### src/hw/rtl/timed_event_queue_top_defines.svh
// ---------------------------------------------------------------------------
// Assertion macros for the timed event queue
// Clocked on clock, disabled while reset is high.
// ---------------------------------------------------------------------------
`ifndef TIMED_EVENT_QUEUE_TOP_DEFINES_SVH
`define TIMED_EVENT_QUEUE_TOP_DEFINES_SVH

// same-cycle implication
`define TEQ_ASSERT_HOLDS(label, ante, cons, msg) \
   label: assert property (@(posedge clock) disable iff (reset) (ante) |-> (cons)) \
      else $error(msg);

// next-cycle implication
`define TEQ_ASSERT_NEXT(label, ante, cons, msg) \
   label: assert property (@(posedge clock) disable iff (reset) (ante) |=> (cons)) \
      else $error(msg);

`endif

### src/hw/rtl/teq_pkg.sv
// ---------------------------------------------------------------------------
// teq_pkg
// Types and constants shared by the timed event queue modules.
// ---------------------------------------------------------------------------
package teq_pkg;

   localparam int OP_W     = 2;
   localparam int ID_W     = 16;
   localparam int TIME_W   = 64;
   localparam int SEQ_W    = 32;
   localparam int STATUS_W = 3;
   localparam int OCC_W    = 5;

   localparam logic [TIME_W-1:0] TIME_MAX = {1'b0, {(TIME_W-1){1'b1}}};

   typedef enum logic [OP_W-1:0] {
      OP_POST   = 2'd0,
      OP_CANCEL = 2'd1,
      OP_POLL   = 2'd2,
      OP_NONE   = 2'd3
   } op_type;

   typedef enum logic [STATUS_W-1:0] {
      ST_POSTED    = 3'd0,
      ST_DISABLED  = 3'd1,
      ST_FULL      = 3'd2,
      ST_FIRED     = 3'd3,
      ST_NONE_DUE  = 3'd4,
      ST_CANCELLED = 3'd5,
      ST_ABSENT    = 3'd6
   } status_type;

   typedef struct packed {
      logic [TIME_W-1:0] deadline;
      logic [ID_W-1:0]   id;
      logic [SEQ_W-1:0]  seq_num;
   } entry_type;

   localparam int ENTRY_W = $bits(entry_type);

   // controller -> datapath
   typedef struct packed {
      logic capture;
      logic setup;
      logic step;
      logic commit;
      logic load_rsp;
   } cmd_type;

   // datapath -> controller
   typedef struct packed {
      logic immediate;
      logic scan_done;
   } sts_type;

endpackage

### src/hw/rtl/teq_if.sv
// ---------------------------------------------------------------------------
// teq_req_if / teq_rsp_if
// Valid/ready channels for request and response transactions.
// ---------------------------------------------------------------------------
interface teq_req_if import teq_pkg::*; ();
   logic                     valid;
   logic                     ready;
   logic [OP_W-1:0]          op;
   logic [ID_W-1:0]          evt_id;
   logic signed [TIME_W-1:0] deadline;
   logic signed [TIME_W-1:0] now_time;

   modport source (output valid, op, evt_id, deadline, now_time, input ready);
   modport sink   (input valid, op, evt_id, deadline, now_time, output ready);
endinterface

interface teq_rsp_if import teq_pkg::*; ();
   logic                     valid;
   logic                     ready;
   logic [STATUS_W-1:0]      status;
   logic [ID_W-1:0]          fired_id;
   logic [SEQ_W-1:0]         sequence_res;
   logic signed [TIME_W-1:0] fired_deadline;
   logic [OCC_W-1:0]         occupancy;

   modport source (output valid, status, fired_id, sequence_res, fired_deadline,
                   occupancy, input ready);
   modport sink   (input valid, status, fired_id, sequence_res, fired_deadline,
                   occupancy, output ready);
endinterface

### src/hw/rtl/timed_event_queue_top.sv
// Deadline-ordered event queue. Entries sit in one memory sorted by signed deadline, ties in
// arrival order. Each request transaction is handled alone. Posts, cancels and polls walk the
// held entries through the memory's single read port at one entry per cycle; a rejected post
// or an unused op skips the walk. The next request can be taken in the cycle after the
// response is loaded. The finished response sits in an output register, so a new request
// is taken while the previous response waits. The enable register gates posts only and is
// written through csr_wr_en / csr_wr_data; the user must write it only while the queue is
// idle, as the block itself does not enforce this.
// ---------------------------------------------------------------------------
// timed_event_queue_top
// Top level: controller, datapath, request/response channels and checks.
// ---------------------------------------------------------------------------
`include "timed_event_queue_top_defines.svh"

module timed_event_queue_top import teq_pkg::*; #(
   parameter int QUEUE_DEPTH = 16
) (
   input  logic         clock,
   input  logic         reset,
   input  logic         csr_wr_en,
   input  logic         csr_wr_data,
   teq_req_if.sink      req_ch,
   teq_rsp_if.source    rsp_ch
);

   localparam int CW = $clog2(QUEUE_DEPTH + 1);

   cmd_type       cmd;
   sts_type       sts;
   logic [CW-1:0] occ_count;

   teq_ctrl u_ctrl (
      .clock     (clock),
      .reset     (reset),
      .req_valid (req_ch.valid),
      .req_ready (req_ch.ready),
      .rsp_valid (rsp_ch.valid),
      .rsp_ready (rsp_ch.ready),
      .sts       (sts),
      .cmd       (cmd)
   );

   teq_dpath #(
      .QUEUE_DEPTH (QUEUE_DEPTH)
   ) u_dpath (
      .clock              (clock),
      .reset              (reset),
      .csr_wr_en          (csr_wr_en),
      .csr_wr_data        (csr_wr_data),
      .cmd                (cmd),
      .sts                (sts),
      .req_op             (req_ch.op),
      .req_evt_id         (req_ch.evt_id),
      .req_deadline       (req_ch.deadline),
      .req_now_time       (req_ch.now_time),
      .rsp_status         (rsp_ch.status),
      .rsp_fired_id       (rsp_ch.fired_id),
      .rsp_sequence_res   (rsp_ch.sequence_res),
      .rsp_fired_deadline (rsp_ch.fired_deadline),
      .rsp_occupancy      (rsp_ch.occupancy),
      .occ_count          (occ_count)
   );

   `TEQ_ASSERT_NEXT(a_one_request_at_a_time, req_ch.valid && req_ch.ready, !req_ch.ready, "request taken while busy")
   `TEQ_ASSERT_HOLDS(a_rsp_load_when_free, cmd.load_rsp, !rsp_ch.valid || rsp_ch.ready, "response overwritten")
   `TEQ_ASSERT_NEXT(a_count_in_range, cmd.commit, occ_count <= CW'(QUEUE_DEPTH), "occupancy past depth")

endmodule

### src/hw/rtl/teq_ram.sv
// ---------------------------------------------------------------------------
// teq_ram
// Generic single-write, single-read RAM with registered read data.
// ---------------------------------------------------------------------------
module teq_ram #(
   parameter int WIDTH = 8,
   parameter int DEPTH = 16
) (
   input  logic                     clock,
   input  logic                     wr_en,
   input  logic [$clog2(DEPTH)-1:0] wr_addr,
   input  logic [WIDTH-1:0]         wr_data,
   input  logic [$clog2(DEPTH)-1:0] rd_addr,
   output logic [WIDTH-1:0]         rd_data
);

   logic [WIDTH-1:0] mem_ff [DEPTH];
   logic [WIDTH-1:0] rd_data_ff;

   always_ff @(posedge clock) begin
      if (wr_en) begin
         mem_ff[wr_addr] <= wr_data;
      end
      rd_data_ff <= mem_ff[rd_addr];
   end

   assign rd_data = rd_data_ff;

endmodule

### src/hw/rtl/teq_ctrl.sv
// ---------------------------------------------------------------------------
// teq_ctrl
// Sequencing state machine and response valid flag.
// ---------------------------------------------------------------------------
module teq_ctrl import teq_pkg::*; (
   input  logic    clock,
   input  logic    reset,
   input  logic    req_valid,
   output logic    req_ready,
   output logic    rsp_valid,
   input  logic    rsp_ready,
   input  sts_type sts,
   output cmd_type cmd
);

   typedef enum logic [4:0] {
      S_IDLE   = 5'b00001,
      S_DECIDE = 5'b00010,
      S_SCAN   = 5'b00100,
      S_COMMIT = 5'b01000,
      S_RESULT = 5'b10000
   } state_type;

   state_type state_ff, state_in;
   logic      rsp_valid_ff, rsp_valid_in;

   always_comb begin
      state_in     = state_ff;
      cmd          = '0;
      req_ready    = 1'b0;
      rsp_valid_in = rsp_valid_ff && !rsp_ready;
      unique case (state_ff)
         S_IDLE: begin
            req_ready = 1'b1;
            if (req_valid) begin
               cmd.capture = 1'b1;
               state_in    = S_DECIDE;
            end
         end
         S_DECIDE: begin
            cmd.setup = 1'b1;
            state_in  = sts.immediate ? S_RESULT : S_SCAN;
         end
         S_SCAN: begin
            if (sts.scan_done) begin
               state_in = S_COMMIT;
            end else begin
               cmd.step = 1'b1;
            end
         end
         S_COMMIT: begin
            cmd.commit = 1'b1;
            state_in   = S_RESULT;
         end
         S_RESULT: begin
            // response slot frees up when empty or being drained
            if (!rsp_valid_ff || rsp_ready) begin
               cmd.load_rsp = 1'b1;
               rsp_valid_in = 1'b1;
               state_in     = S_IDLE;
            end
         end
         default: state_in = S_IDLE;
      endcase
   end

   always_ff @(posedge clock) begin
      if (reset) begin
         state_ff     <= S_IDLE;
         rsp_valid_ff <= 1'b0;
      end else begin
         state_ff     <= state_in;
         rsp_valid_ff <= rsp_valid_in;
      end
   end

   assign rsp_valid = rsp_valid_ff;

endmodule

### src/hw/rtl/teq_dpath.sv
// ---------------------------------------------------------------------------
// teq_dpath
// Entry memory, scan pointers, ordered insert / compaction and result regs.
// ---------------------------------------------------------------------------
module teq_dpath import teq_pkg::*; #(
   parameter int QUEUE_DEPTH = 16
) (
   input  logic                            clock,
   input  logic                            reset,
   input  logic                            csr_wr_en,
   input  logic                            csr_wr_data,
   input  cmd_type                         cmd,
   output sts_type                         sts,
   input  logic [OP_W-1:0]                 req_op,
   input  logic [ID_W-1:0]                 req_evt_id,
   input  logic [TIME_W-1:0]               req_deadline,
   input  logic [TIME_W-1:0]               req_now_time,
   output logic [STATUS_W-1:0]             rsp_status,
   output logic [ID_W-1:0]                 rsp_fired_id,
   output logic [SEQ_W-1:0]                rsp_sequence_res,
   output logic [TIME_W-1:0]               rsp_fired_deadline,
   output logic [OCC_W-1:0]                rsp_occupancy,
   output logic [$clog2(QUEUE_DEPTH+1)-1:0] occ_count
);

   localparam int CW = $clog2(QUEUE_DEPTH + 1);
   localparam int IW = $clog2(QUEUE_DEPTH);

   // configuration and queue state
   logic              enable_ff, enable_in;
   logic [CW-1:0]     count_ff, count_in;
   logic [SEQ_W-1:0]  seq_ff, seq_in;

   // captured transaction
   op_type            op_ff, op_in;
   logic [ID_W-1:0]   id_ff, id_in;
   logic [TIME_W-1:0] dl_ff, dl_in;
   logic [TIME_W-1:0] now_ff, now_in;

   // scan state
   logic [CW-1:0]     rd_ptr_ff, rd_ptr_in;
   logic [CW-1:0]     rd_cnt_ff, rd_cnt_in;
   logic              pend_ff, pend_in;
   logic [CW-1:0]     pend_idx_ff, pend_idx_in;
   logic [CW-1:0]     wr_ptr_ff, wr_ptr_in;
   logic              stop_ff, stop_in;
   logic              hit_ff, hit_in;

   // staged result
   status_type        res_status_ff, res_status_in;
   logic [ID_W-1:0]   res_id_ff, res_id_in;
   logic [SEQ_W-1:0]  res_seq_ff, res_seq_in;
   logic [TIME_W-1:0] res_dl_ff, res_dl_in;

   // response payload
   logic [STATUS_W-1:0] rsp_status_ff, rsp_status_in;
   logic [ID_W-1:0]     rsp_id_ff, rsp_id_in;
   logic [SEQ_W-1:0]    rsp_seq_ff, rsp_seq_in;
   logic [TIME_W-1:0]   rsp_dl_ff, rsp_dl_in;
   logic [OCC_W-1:0]    rsp_occ_ff, rsp_occ_in;

   // memory port
   logic              ram_we;
   logic [IW-1:0]     ram_waddr;
   entry_type         ram_wdata;
   entry_type         ram_rdata;

   entry_type         new_entry;
   logic              is_full;
   logic              new_before;
   logic              head_due;
   logic              issue;

   teq_ram #(
      .WIDTH (ENTRY_W),
      .DEPTH (QUEUE_DEPTH)
   ) u_ram (
      .clock   (clock),
      .wr_en   (ram_we),
      .wr_addr (ram_waddr),
      .wr_data (ram_wdata),
      .rd_addr (rd_ptr_ff[IW-1:0]),
      .rd_data (ram_rdata)
   );

   assign new_entry  = '{deadline: dl_ff, id: id_ff, seq_num: seq_ff};
   assign is_full    = (count_ff == CW'(QUEUE_DEPTH));
   // new deadline strictly earlier than the entry read back
   assign new_before = $signed(dl_ff) < $signed(ram_rdata.deadline);
   assign head_due   = ram_rdata.deadline[TIME_W-1] || (ram_rdata.deadline == TIME_MAX) ||
                       !($signed(now_ff) < $signed(ram_rdata.deadline));
   assign issue      = cmd.step && (rd_cnt_ff != '0) && !stop_ff;

   assign sts.immediate = (op_ff == OP_NONE) || ((op_ff == OP_POST) && (!enable_ff || is_full));
   assign sts.scan_done = stop_ff || ((rd_cnt_ff == '0) && !pend_ff);

   always_comb begin
      enable_in     = csr_wr_en ? csr_wr_data : enable_ff;
      count_in      = count_ff;
      seq_in        = seq_ff;
      op_in         = op_ff;
      id_in         = id_ff;
      dl_in         = dl_ff;
      now_in        = now_ff;
      rd_ptr_in     = rd_ptr_ff;
      rd_cnt_in     = rd_cnt_ff;
      pend_in       = pend_ff;
      pend_idx_in   = pend_idx_ff;
      wr_ptr_in     = wr_ptr_ff;
      stop_in       = stop_ff;
      hit_in        = hit_ff;
      res_status_in = res_status_ff;
      res_id_in     = res_id_ff;
      res_seq_in    = res_seq_ff;
      res_dl_in     = res_dl_ff;
      rsp_status_in = rsp_status_ff;
      rsp_id_in     = rsp_id_ff;
      rsp_seq_in    = rsp_seq_ff;
      rsp_dl_in     = rsp_dl_ff;
      rsp_occ_in    = rsp_occ_ff;
      ram_we        = 1'b0;
      ram_waddr     = '0;
      ram_wdata     = new_entry;

      if (cmd.capture) begin
         op_in  = op_type'(req_op);
         id_in  = req_evt_id;
         dl_in  = req_deadline;
         now_in = req_now_time;
      end

      if (cmd.setup) begin
         res_id_in   = '0;
         res_seq_in  = '0;
         res_dl_in   = '0;
         pend_in     = 1'b0;
         stop_in     = 1'b0;
         hit_in      = 1'b0;
         wr_ptr_in   = '0;
         rd_cnt_in   = count_ff;
         // inserts walk down from the tail, cancel/poll walk up from the head
         rd_ptr_in   = (op_ff == OP_POST) ? count_ff - CW'(1) : '0;
         if (op_ff == OP_NONE) begin
            res_status_in = ST_NONE_DUE;
         end else if (!enable_ff) begin
            res_status_in = ST_DISABLED;
         end else begin
            res_status_in = ST_FULL;
         end
      end

      if (cmd.step) begin
         pend_in     = issue;
         pend_idx_in = rd_ptr_ff;
         if (issue) begin
            rd_cnt_in = rd_cnt_ff - CW'(1);
            rd_ptr_in = (op_ff == OP_POST) ? rd_ptr_ff - CW'(1) : rd_ptr_ff + CW'(1);
         end
         if (pend_ff && !stop_ff) begin
            case (op_ff)
               OP_POST: begin
                  ram_we    = 1'b1;
                  ram_waddr = IW'(pend_idx_ff + CW'(1));
                  if (new_before) begin
                     ram_wdata = ram_rdata;
                  end else begin
                     ram_wdata = new_entry;
                     stop_in   = 1'b1;
                  end
               end
               OP_CANCEL: begin
                  if (ram_rdata.id == id_ff) begin
                     hit_in = 1'b1;
                  end else begin
                     ram_we    = 1'b1;
                     ram_waddr = wr_ptr_ff[IW-1:0];
                     ram_wdata = ram_rdata;
                     wr_ptr_in = wr_ptr_ff + CW'(1);
                  end
               end
               OP_POLL: begin
                  if (pend_idx_ff == '0) begin
                     if (head_due) begin
                        hit_in     = 1'b1;
                        res_id_in  = ram_rdata.id;
                        res_seq_in = ram_rdata.seq_num;
                        res_dl_in  = ram_rdata.deadline;
                     end else begin
                        stop_in = 1'b1;
                     end
                  end else begin
                     ram_we    = 1'b1;
                     ram_waddr = wr_ptr_ff[IW-1:0];
                     ram_wdata = ram_rdata;
                     wr_ptr_in = wr_ptr_ff + CW'(1);
                  end
               end
               default: ;
            endcase
         end
      end

      if (cmd.commit) begin
         case (op_ff)
            OP_POST: begin
               // not placed during the walk: new entry becomes the head
               if (!stop_ff) begin
                  ram_we    = 1'b1;
                  ram_waddr = '0;
                  ram_wdata = new_entry;
               end
               count_in      = count_ff + CW'(1);
               seq_in        = seq_ff + SEQ_W'(1);
               res_seq_in    = seq_ff;
               res_status_in = ST_POSTED;
            end
            OP_CANCEL: begin
               count_in      = wr_ptr_ff;
               res_status_in = hit_ff ? ST_CANCELLED : ST_ABSENT;
            end
            OP_POLL: begin
               if (hit_ff) begin
                  count_in      = count_ff - CW'(1);
                  res_status_in = ST_FIRED;
               end else begin
                  res_status_in = ST_NONE_DUE;
               end
            end
            default: res_status_in = ST_NONE_DUE;
         endcase
      end

      if (cmd.load_rsp) begin
         rsp_status_in = res_status_ff;
         rsp_id_in     = res_id_ff;
         rsp_seq_in    = res_seq_ff;
         rsp_dl_in     = res_dl_ff;
         rsp_occ_in    = OCC_W'(count_ff);
      end
   end

   always_ff @(posedge clock) begin
      if (reset) begin
         enable_ff <= 1'b0;
         count_ff  <= '0;
         seq_ff    <= '0;
         pend_ff   <= 1'b0;
         stop_ff   <= 1'b0;
         rd_cnt_ff <= '0;
      end else begin
         enable_ff <= enable_in;
         count_ff  <= count_in;
         seq_ff    <= seq_in;
         pend_ff   <= pend_in;
         stop_ff   <= stop_in;
         rd_cnt_ff <= rd_cnt_in;
      end
   end

   always_ff @(posedge clock) begin
      op_ff         <= op_in;
      id_ff         <= id_in;
      dl_ff         <= dl_in;
      now_ff        <= now_in;
      rd_ptr_ff     <= rd_ptr_in;
      pend_idx_ff   <= pend_idx_in;
      wr_ptr_ff     <= wr_ptr_in;
      hit_ff        <= hit_in;
      res_status_ff <= res_status_in;
      res_id_ff     <= res_id_in;
      res_seq_ff    <= res_seq_in;
      res_dl_ff     <= res_dl_in;
      rsp_status_ff <= rsp_status_in;
      rsp_id_ff     <= rsp_id_in;
      rsp_seq_ff    <= rsp_seq_in;
      rsp_dl_ff     <= rsp_dl_in;
      rsp_occ_ff    <= rsp_occ_in;
   end

   assign rsp_status         = rsp_status_ff;
   assign rsp_fired_id       = rsp_id_ff;
   assign rsp_sequence_res   = rsp_seq_ff;
   assign rsp_fired_deadline = rsp_dl_ff;
   assign rsp_occupancy      = rsp_occ_ff;
   assign occ_count          = count_ff;

endmodule

### src/flat_wrapper.sv
// flat-port wrapper written by rule: the top's interface ports become plain ports
module timed_event_queue_top_flat import teq_pkg::*;
#(
   parameter int QUEUE_DEPTH = 16
)
  (clock, reset, csr_wr_en, csr_wr_data, req_ch_valid, req_ch_op, req_ch_evt_id, req_ch_deadline, req_ch_now_time, req_ch_ready, rsp_ch_valid, rsp_ch_status, rsp_ch_fired_id, rsp_ch_sequence_res, rsp_ch_fired_deadline, rsp_ch_occupancy, rsp_ch_ready);
  teq_req_if req_ch_i ();
  teq_rsp_if rsp_ch_i ();
  input  logic clock;
  input  logic reset;
  input  logic csr_wr_en;
  input  logic csr_wr_data;
  input wire logic [$bits(req_ch_i.valid)-1:0] req_ch_valid;
  input wire logic [$bits(req_ch_i.op)-1:0] req_ch_op;
  input wire logic [$bits(req_ch_i.evt_id)-1:0] req_ch_evt_id;
  input wire logic [$bits(req_ch_i.deadline)-1:0] req_ch_deadline;
  input wire logic [$bits(req_ch_i.now_time)-1:0] req_ch_now_time;
  output wire logic [$bits(req_ch_i.ready)-1:0] req_ch_ready;
  output wire logic [$bits(rsp_ch_i.valid)-1:0] rsp_ch_valid;
  output wire logic [$bits(rsp_ch_i.status)-1:0] rsp_ch_status;
  output wire logic [$bits(rsp_ch_i.fired_id)-1:0] rsp_ch_fired_id;
  output wire logic [$bits(rsp_ch_i.sequence_res)-1:0] rsp_ch_sequence_res;
  output wire logic [$bits(rsp_ch_i.fired_deadline)-1:0] rsp_ch_fired_deadline;
  output wire logic [$bits(rsp_ch_i.occupancy)-1:0] rsp_ch_occupancy;
  input wire logic [$bits(rsp_ch_i.ready)-1:0] rsp_ch_ready;
  assign req_ch_i.valid = req_ch_valid;
  assign req_ch_i.op = req_ch_op;
  assign req_ch_i.evt_id = req_ch_evt_id;
  assign req_ch_i.deadline = req_ch_deadline;
  assign req_ch_i.now_time = req_ch_now_time;
  assign req_ch_ready = req_ch_i.ready;
  assign rsp_ch_valid = rsp_ch_i.valid;
  assign rsp_ch_status = rsp_ch_i.status;
  assign rsp_ch_fired_id = rsp_ch_i.fired_id;
  assign rsp_ch_sequence_res = rsp_ch_i.sequence_res;
  assign rsp_ch_fired_deadline = rsp_ch_i.fired_deadline;
  assign rsp_ch_occupancy = rsp_ch_i.occupancy;
  assign rsp_ch_i.ready = rsp_ch_ready;
  timed_event_queue_top #(.QUEUE_DEPTH(QUEUE_DEPTH)) u_core (.clock(clock), .reset(reset), .csr_wr_en(csr_wr_en), .csr_wr_data(csr_wr_data), .req_ch(req_ch_i), .rsp_ch(rsp_ch_i));
endmodule
### config.mk
export PLATFORM = sky130hd
export DESIGN_NAME = timed_event_queue_top_flat
export DESIGN_NICKNAME = d
export VERILOG_FILES = /design/src/hw/rtl/teq_pkg.sv /design/src/hw/rtl/teq_if.sv /design/src/hw/rtl/timed_event_queue_top.sv /design/src/hw/rtl/teq_ram.sv /design/src/hw/rtl/teq_ctrl.sv /design/src/hw/rtl/teq_dpath.sv /design/src/flat_wrapper.sv
export VERILOG_INCLUDE_DIRS = /design/src /design/src/hw/rtl
export SDC_FILE = /design/constraint.sdc
export NUM_CORES = 2
export LEC_CHECK = 0
export BUFFER_PORTS_ARGS = -buffer_cell sky130_fd_sc_hd__buf_4
export CAP_MARGIN = 20
export CORE_ASPECT_RATIO = 1.4
export CORE_UTILIZATION = 40
export CTS_BUF_LIST = sky130_fd_sc_hd__clkbuf_8
export CTS_CLUSTER_SIZE = 8
export DETAILED_ROUTE_END_ITERATION = 10
export GPL_ROUTABILITY_DRIVEN = 0
export PLACE_DENSITY = 0.6
export SYNTH_ARGS = -nofsm -noshare
export SYNTH_HDL_FRONTEND = slang
export SYNTH_SLANG_ARGS = --single-unit
### constraint.sdc
create_clock -name clock -period 8.07 [get_ports clock]
set_input_delay 0 -clock clock [delete_from_list [all_inputs] [get_ports clock]]
set_output_delay 0 -clock clock [all_outputs]
set_load 0.05 [all_outputs]
# After elaboration in Yosys (flattened, before gate mapping)
# Memory sizes are Yosys's and may differ from the RTL's. A register that Yosys moved wholly into a read port is not among the register bits.
# Index checks and enable logic that the tools add are counted.
dict set report totals {
  register_bits 448
  ramBits 1792
  inputBits 152
  n_memories 1
}
# memory words width read_ports rd_ports_with_merged_regs wr line_no
set mem_list {}
lappend mem_list {u_core.u_dpath.u_ram.mem_ff 16 112 1 1 1 teq_ram.sv:17} ;# logic [WIDTH-1:0] mem_ff [DEPTH];
dict set report classes {
  n_addsub 8
  magnitude_cmp 2
  eq_ne 15
  n_mux 102
  reduce_logical 28
}
# cell count
set op_table {}
lappend op_table {{$mux W112} 8}
lappend op_table {{$mux W64} 6}
lappend op_table {{$pmux W112 S3} 1}
lappend op_table {{$mux W32} 8}
lappend op_table {{$lt A64 B64 Y1} 2}
lappend op_table {{$mux W16} 6}
lappend op_table {{$mux W5} 18}
lappend op_table {{$eq A64 B63 Y1 const B} 1}
lappend op_table {{$mux W1} 34}
lappend op_table {{$add A32 B1 Y32 const B} 1}
lappend op_table {{$mux W4} 7}
lappend op_table {{$pmux W5 S5} 1}
lappend op_table {{$eq A16 B16 Y1} 1}
lappend op_table {{$add A5 B1 Y5 const B} 3}
lappend op_table {{$pmux W5 S3} 1}
lappend op_table {{$sub A5 B1 Y5 const B} 3}
lappend op_table {{$mux W3} 4}
lappend op_table {{$pmux W4 S3} 1}
lappend op_table {{$eq A5 B5 Y1 const B} 2}
lappend op_table {{$logic_not A5 Y1} 2}
lappend op_table {{$pmux W5 S2} 1}
lappend op_table {{$pmux W3 S3} 1}
lappend op_table {{$logic_and A1 B1 Y1} 6}
lappend op_table {{$logic_not A1 Y1} 6}
lappend op_table {{19 further kinds} 31}

# Logic depth before layout (Yosys ltp)
dict set report logic_depth {
  depth_word 11
  mapped_depth 12
}

# By module
# From an unflattened synthesis, not the netlist that was laid out.
dict set report hier_totals {
  hier_cells 4651
  area_unflattened_um2 89911.2
}
# module n_inst cells_each area_each_um2
set modules_own_cells {}
lappend modules_own_cells {teq_ram 1 2864 69168.8}
lappend modules_own_cells {teq_dpath 1 1747 20412.1}
lappend modules_own_cells {teq_ctrl 1 40 330.3}

# Least setup slack after synthesis
# Ideal clock, no wire load.
dict set report synth_timing {
  path_kind {flip-flop to flip-flop}
  from {register u_core.u_ctrl.state_ff[0]}
  to {memory u_core.u_dpath.u_ram.mem_ff[3][0] (netlist name) (enable)}
  arrival_ns 6.915
  path_slack_ns 0.571
  stages_incl_launch_ff 9
  path_buffers 2
  period_less_slack_ns 7.499
  path_cell_list {dfxtp_1 -> buf_2 -> or3_4 -> nor3_4 -> nand2_1 -> or2_2 -> clkbuf_1 -> or4_4 -> nor2_1}
}
dict set report synth_between {
  elab_chain_len 8
  word_cells_on_any_way 14
  cone_classes {eq/ne (2); mux (12)}
}
# element line_no
set synth_rtl {}
lappend synth_rtl {{from (decl)} teq_ctrl.sv:24} ;# state_type state_ff, state_in;
lappend synth_rtl {{from (signal assigned)} teq_ctrl.sv:72} ;# state_ff <= state_in;
lappend synth_rtl {{$eq A5 B3 Y1} teq_ctrl.sv:32} ;# unique case (state_ff)
lappend synth_rtl {{$mux W1} teq_ctrl.sv:32}
lappend synth_rtl {{$mux W1} teq_dpath.sv:152} ;# if (cmd.step) begin
lappend synth_rtl {{$mux W1} teq_dpath.sv:207} ;# if (!stop_ff) begin
lappend synth_rtl {{$mux W1} teq_dpath.sv:204} ;# case (op_ff)
lappend synth_rtl {{$mux W1} teq_dpath.sv:203} ;# if (cmd.commit) begin
lappend synth_rtl {{$mux W1} teq_ram.sv:21} ;# if (wr_en) begin
lappend synth_rtl {{$mux W1 (implied by the code)} teq_ram.sv:22} ;# mem_ff[wr_addr] <= wr_data;
lappend synth_rtl {{to (decl)} teq_ram.sv:17}
# Parallel ways exist; a longest one is shown, timed or not.

# Final worst setup path
dict set report layout_timing {
  from {register u_core.u_dpath.u_ram.rd_data_ff[111] (netlist: u_core.u_dpath.u_ram.rd_data[111]), read port of u_core.u_dpath.u_ram.mem_ff}
  to {register u_core.u_dpath.res_seq_ff[27]}
}
dict set report layout_between {
  elab_chain_len 10
  word_cells_on_any_way 12
  cone_classes {order compare (1); eq/ne (1); mux (7); reduce/logical (3)}
}
# element line_no
set layout_rtl {}
lappend layout_rtl {{from (decl)} teq_ram.sv:18} ;# logic [WIDTH-1:0] rd_data_ff;
lappend layout_rtl {{$lt A64 B64 Y1 / $eq A64 B63 Y1 (equally long branches)} {teq_dpath.sv:91, teq_dpath.sv:90}}
lappend layout_rtl {{$logic_not A1 Y1 / $logic_or A1 B1 Y1 (equally long branches)} {teq_dpath.sv:91, teq_dpath.sv:90}}
lappend layout_rtl {{$logic_or A1 B1 Y1 *} teq_dpath.sv:90} ;# assign head_due = ram_rdata.deadline[TIME_W-1] || (ram_rdata.deadline == TIME_MAX) ||
lappend layout_rtl {{$mux W32 *} teq_dpath.sv:183} ;# if (head_due) begin
lappend layout_rtl {{$mux W32 *} teq_dpath.sv:182} ;# if (pend_idx_ff == '0) begin
lappend layout_rtl {{$mux W32 *} teq_dpath.sv:160} ;# case (op_ff)
lappend layout_rtl {{$mux W32 *} teq_dpath.sv:159} ;# if (pend_ff && !stop_ff) begin
lappend layout_rtl {{$mux W32 *} teq_dpath.sv:152}
lappend layout_rtl {{$mux W32} teq_dpath.sv:204}
lappend layout_rtl {{$mux W32 *} teq_dpath.sv:203}
lappend layout_rtl {{via u_core.u_dpath.res_seq_in[27]} teq_dpath.sv:52} ;# logic [SEQ_W-1:0] res_seq_ff, res_seq_in;
lappend layout_rtl {{to (signal assigned)} teq_dpath.sv:271} ;# res_seq_ff <= res_seq_in;
lappend layout_rtl {{to (decl)} teq_dpath.sv:52}
# The timed path passes the listed nets; every way through them passes the cells marked *.
# A chain may end at the register's enable or synchronous reset.

==> metrics.txt <==
Synth async-reset ratio 0%; root buffer cell clkbuf_8; NetSw 0.00967 W; Die W 403 um; clock tree buffer depth 4; fill count 18400; LEAKAGE 34.9 nW; fin area 106000 um^2; fin crit share 67.0%; register bit count reported by yosys 2352; CTS Buf Count 385; most frequent CP cell nand3_1; Max Cap Viol 0; largest net degree at the start of global routing 147; total number of H-tree levels 5; fin. max-slew vios 0; Setup Viol. Count Final 0; Cells after DPL 7473; first-pass GRT wire length 344 mm; Int Power 0.0229 W; worst skew pair latency 1.06 ns; Synth Instances 4447; Clock Pin Slew Worst Setup and Hold Paths 0.06 ns; Via density 5.65; core area 223000 um^2; setup_tns 0 ns; HP Start req_ch_evt_id[7]; crit start category flop; Worst EP required 9.03 ns; vias in the first global route 49600; launch point of the worst reg-to-reg path u_core.u_dpath.u_ram.rd_data[111]; Detailed Routing Iterations Pass 1 6; Syn Area/Cell 20.2 um^2; Sequential Power Share 46.7%; Area Overhead vs Synth 17.8%; gr usage total 20.9%; Routed wire per std cell 28.1 um; r2r endpoint u_core.u_dpath.res_seq_ff[27]; Port Buffers 273; Final Skew 0.0623 ns; Post-Syn Area 89800 um^2; Detailed Route WL 238 mm; peak supply drop 465 uV; Die Area 227000 um^2; CTS tree done; r2r setup slk 2.66 ns; Layout Cells excl Fill 8473; clk sinks 2352; antenna violations before repair 17; Top FF cell, synth edfxtp_1; critical path endpoint category flop; pre-CTS setup slack 2.74 ns; Hold WC Path Type in2reg; Period minus WS final 5.41 ns; post-synth top area cell edfxtp_1; Crit path largest cell delay 0.89 ns; Worst-Margin Slew 1.13 ns; Initial Util 40.3%; Crit. Startpoint u_core.u_dpath.u_ram.rd_data[111]; initial drt markers 4849; Synth top cells by count edfxtp_1 (2066), mux4_2 (560), dfxtp_1 (286); DR DRC count 0; Tot Pwr 0.0326 W; most common cell in the netlist edfxtp_1; Max Clk Rate 185 MHz; worst setup path class reg2reg; Slew headroom 24.3%; Yosys cell types 75; Final Net Count 5563; worst-path fanout max 56; RSZ-0062 raised after global routing no; Worst setup endpoint u_core.u_dpath.res_seq_ff[27]; I/O pin count 274; Overflow after GRT 0; status complete, no violations; layout cells sized above 1 25.6%; synth top area cells edfxtp_1 (69%), mux4_2 (14%), dfxtp_1 (6.4%), ha_1 (2.0%), a22o_1 (1.1%); YS warnings 0; Placed Area 95600 um^2; Reg2Reg Depth 10; post-route ant nets 0; sequential fraction of the synthesis area 75.4%; Via Count 47900; syn nets 4741; final hold vios 0; Synth top area share 69.1%; Power Density 308 nW/um^2; Rows 205; Worst Path Arrival 6.36 ns; Post-synth EDFFs 2066; crit path cell chain inv_1, ha_1, nand4_1, nor4_2, nand3_1, nand3_1, mux2_4, buf_4, nand3_1, a31oi_1; combinational fraction of design power 23.9%; Post-CTS Setup Inserts 0; Die Height 563 um; Sw Share 29.7%; DP Wirelength 123 mm; clock network power share 29.4%; CP max-delay cell nor4_2; fin worst setup slack 2.66 ns
==> cell usage in the layout (no fill, tap or decap), drive strengths merged, types with 24 or more instances in the layout <==
cell type    netlist  final
nor2             104    104
mux4             560    560
a21oi             72     72
dlygate4sd3        0    306
clkinv             0     39
nand4             52     52
buf              105    359
a22o             116    116
xnor2             32     32
o21ai            115    115
nand2            163    163
nand3            172    172
edfxtp          2066   2066
clkbuf           125    442
ha               141    141
inv               89    286
o211ai            35     35
dfxtp            286    286
xor2              24     24
==> state kept, by name, indices dropped and copies added (netlist names), 2 cells and up <==
signal and flops:
u_core.u_dpath.occ_count 5, u_core.u_dpath.wr_ptr_ff 5, u_core.u_dpath.seq_ff 32, u_core.u_dpath.op_ff 2, u_core.u_dpath.rsp_sequence_res 32, u_core.u_ctrl.state_ff 5, u_core.u_dpath.now_ff 64, u_core.u_dpath.rsp_fired_id 16
u_core.u_dpath.res_dl_ff 64, u_core.u_dpath.rsp_status 3, u_core.u_dpath.id_ff 16, u_core.u_dpath.rsp_occupancy 5, u_core.u_dpath.rd_ptr_ff 5, u_core.u_dpath.pend_idx_ff 5, u_core.u_dpath.rd_cnt_ff 5, u_core.u_dpath.dl_ff 64
u_core.u_dpath.res_id_ff 16, u_core.u_dpath.rsp_fired_deadline 64, u_core.u_dpath.res_seq_ff 32, u_core.u_dpath.res_status_ff 3, u_core.u_dpath.u_ram.rd_data 112, u_core.u_dpath.u_ram.mem_ff 1792
==> per-stage QoR <==
step | util, % | hold WS [ns]
5_1_grt | 47.5 | 0.122
4_1_cts | 47.5 | 0.0318
3_3_place_gp | 42.9 | 0.180
2_1_floorplan | - | 0.0989
3_5_place_dp | 42.9 | 0.179
6_report | 47.5 | 0.195
==> per-layer routing <==
layer	wire [um]	global-route usage, %
met1	102000	29.6
met2	113000	33.1
met3	18500	4.04
met4	4890	5.75
met5	104	0
==> critical path: cells and delay by family (launching register included) <==
family,cells,cell delay (ns)
simple gates,5,2.18
buf+inv,2,1.01
mux,1,0.60
fa+ha+maj,1,0.58
flops,1,0.56
compound gates,1,0.21
==> cell type report <==
type                    count  area [um^2]  share of cell area, %
diodes                     10         25.0                 0.0237
clock buffers             442         6080                   5.75
clock inverters           241          965                  0.912
inverters                  89          334                  0.316
multi-input cells        1776        21000                   19.8
flip-flops and latches   2352        67800                   64.1
well taps                2898         3630                   3.43
repair buffers            665         6020                   5.69
==> logic make-up (layout without fill, tap and decap cells) <==
logic type | count (synthesis) | in the layout | synth area share (%)
AOI/OAI and AO/OA | 440 | 440 | 3.37
xor gates and xnor gates | 56 | 56 | 0.546
adders and majority gates | 142 | 142 | 1.99
buffers and inverters | 319 | 1437 | 1.48
DFF | 2352 | 2352 | 75.4
muxes | 567 | 567 | 14.1
other | 0 | 10 | 0
and+or+nand+nor | 571 | 571 | 3.07
==> how the worst min path moves through the flow <==
stage / slack [ns] / end / depth (start not counted)
after floorplan: 0.1 / u_core.u_dpath.dl_ff[0] / 0
after global placement: 0.18 / u_core.u_dpath.dl_ff[12] / 1
after detailed placement: 0.18 / u_core.u_dpath.dl_ff[36] / 1
after CTS: 0.03 / u_core.u_ctrl.state_ff[3] / 4
after global routing: 0.12 / u_core.u_ctrl.state_ff[3] / 4
final: 0.19 / u_core.u_dpath.id_ff[7] / 3
==> power by group through the flow <==
stage	clock [W]	sequential, W	combinational [W]
2_1_floorplan	0	0.0150	0.00568
3_3_place_gp	0	0.0155	0.00765
3_5_place_dp	0	0.0154	0.00774
4_1_cts	0.00978	0.0152	0.00789
5_1_grt	0.0103	0.0152	0.00838
6_report	0.00957	0.0152	0.00779
==> what timing repair did <==
action                                 in CTS  in global routing
resized for setup                           0                  0
endpoints found under the hold margin     349                  0
hold buffers                              307                  0
Power figures use the tool's default switching activity.
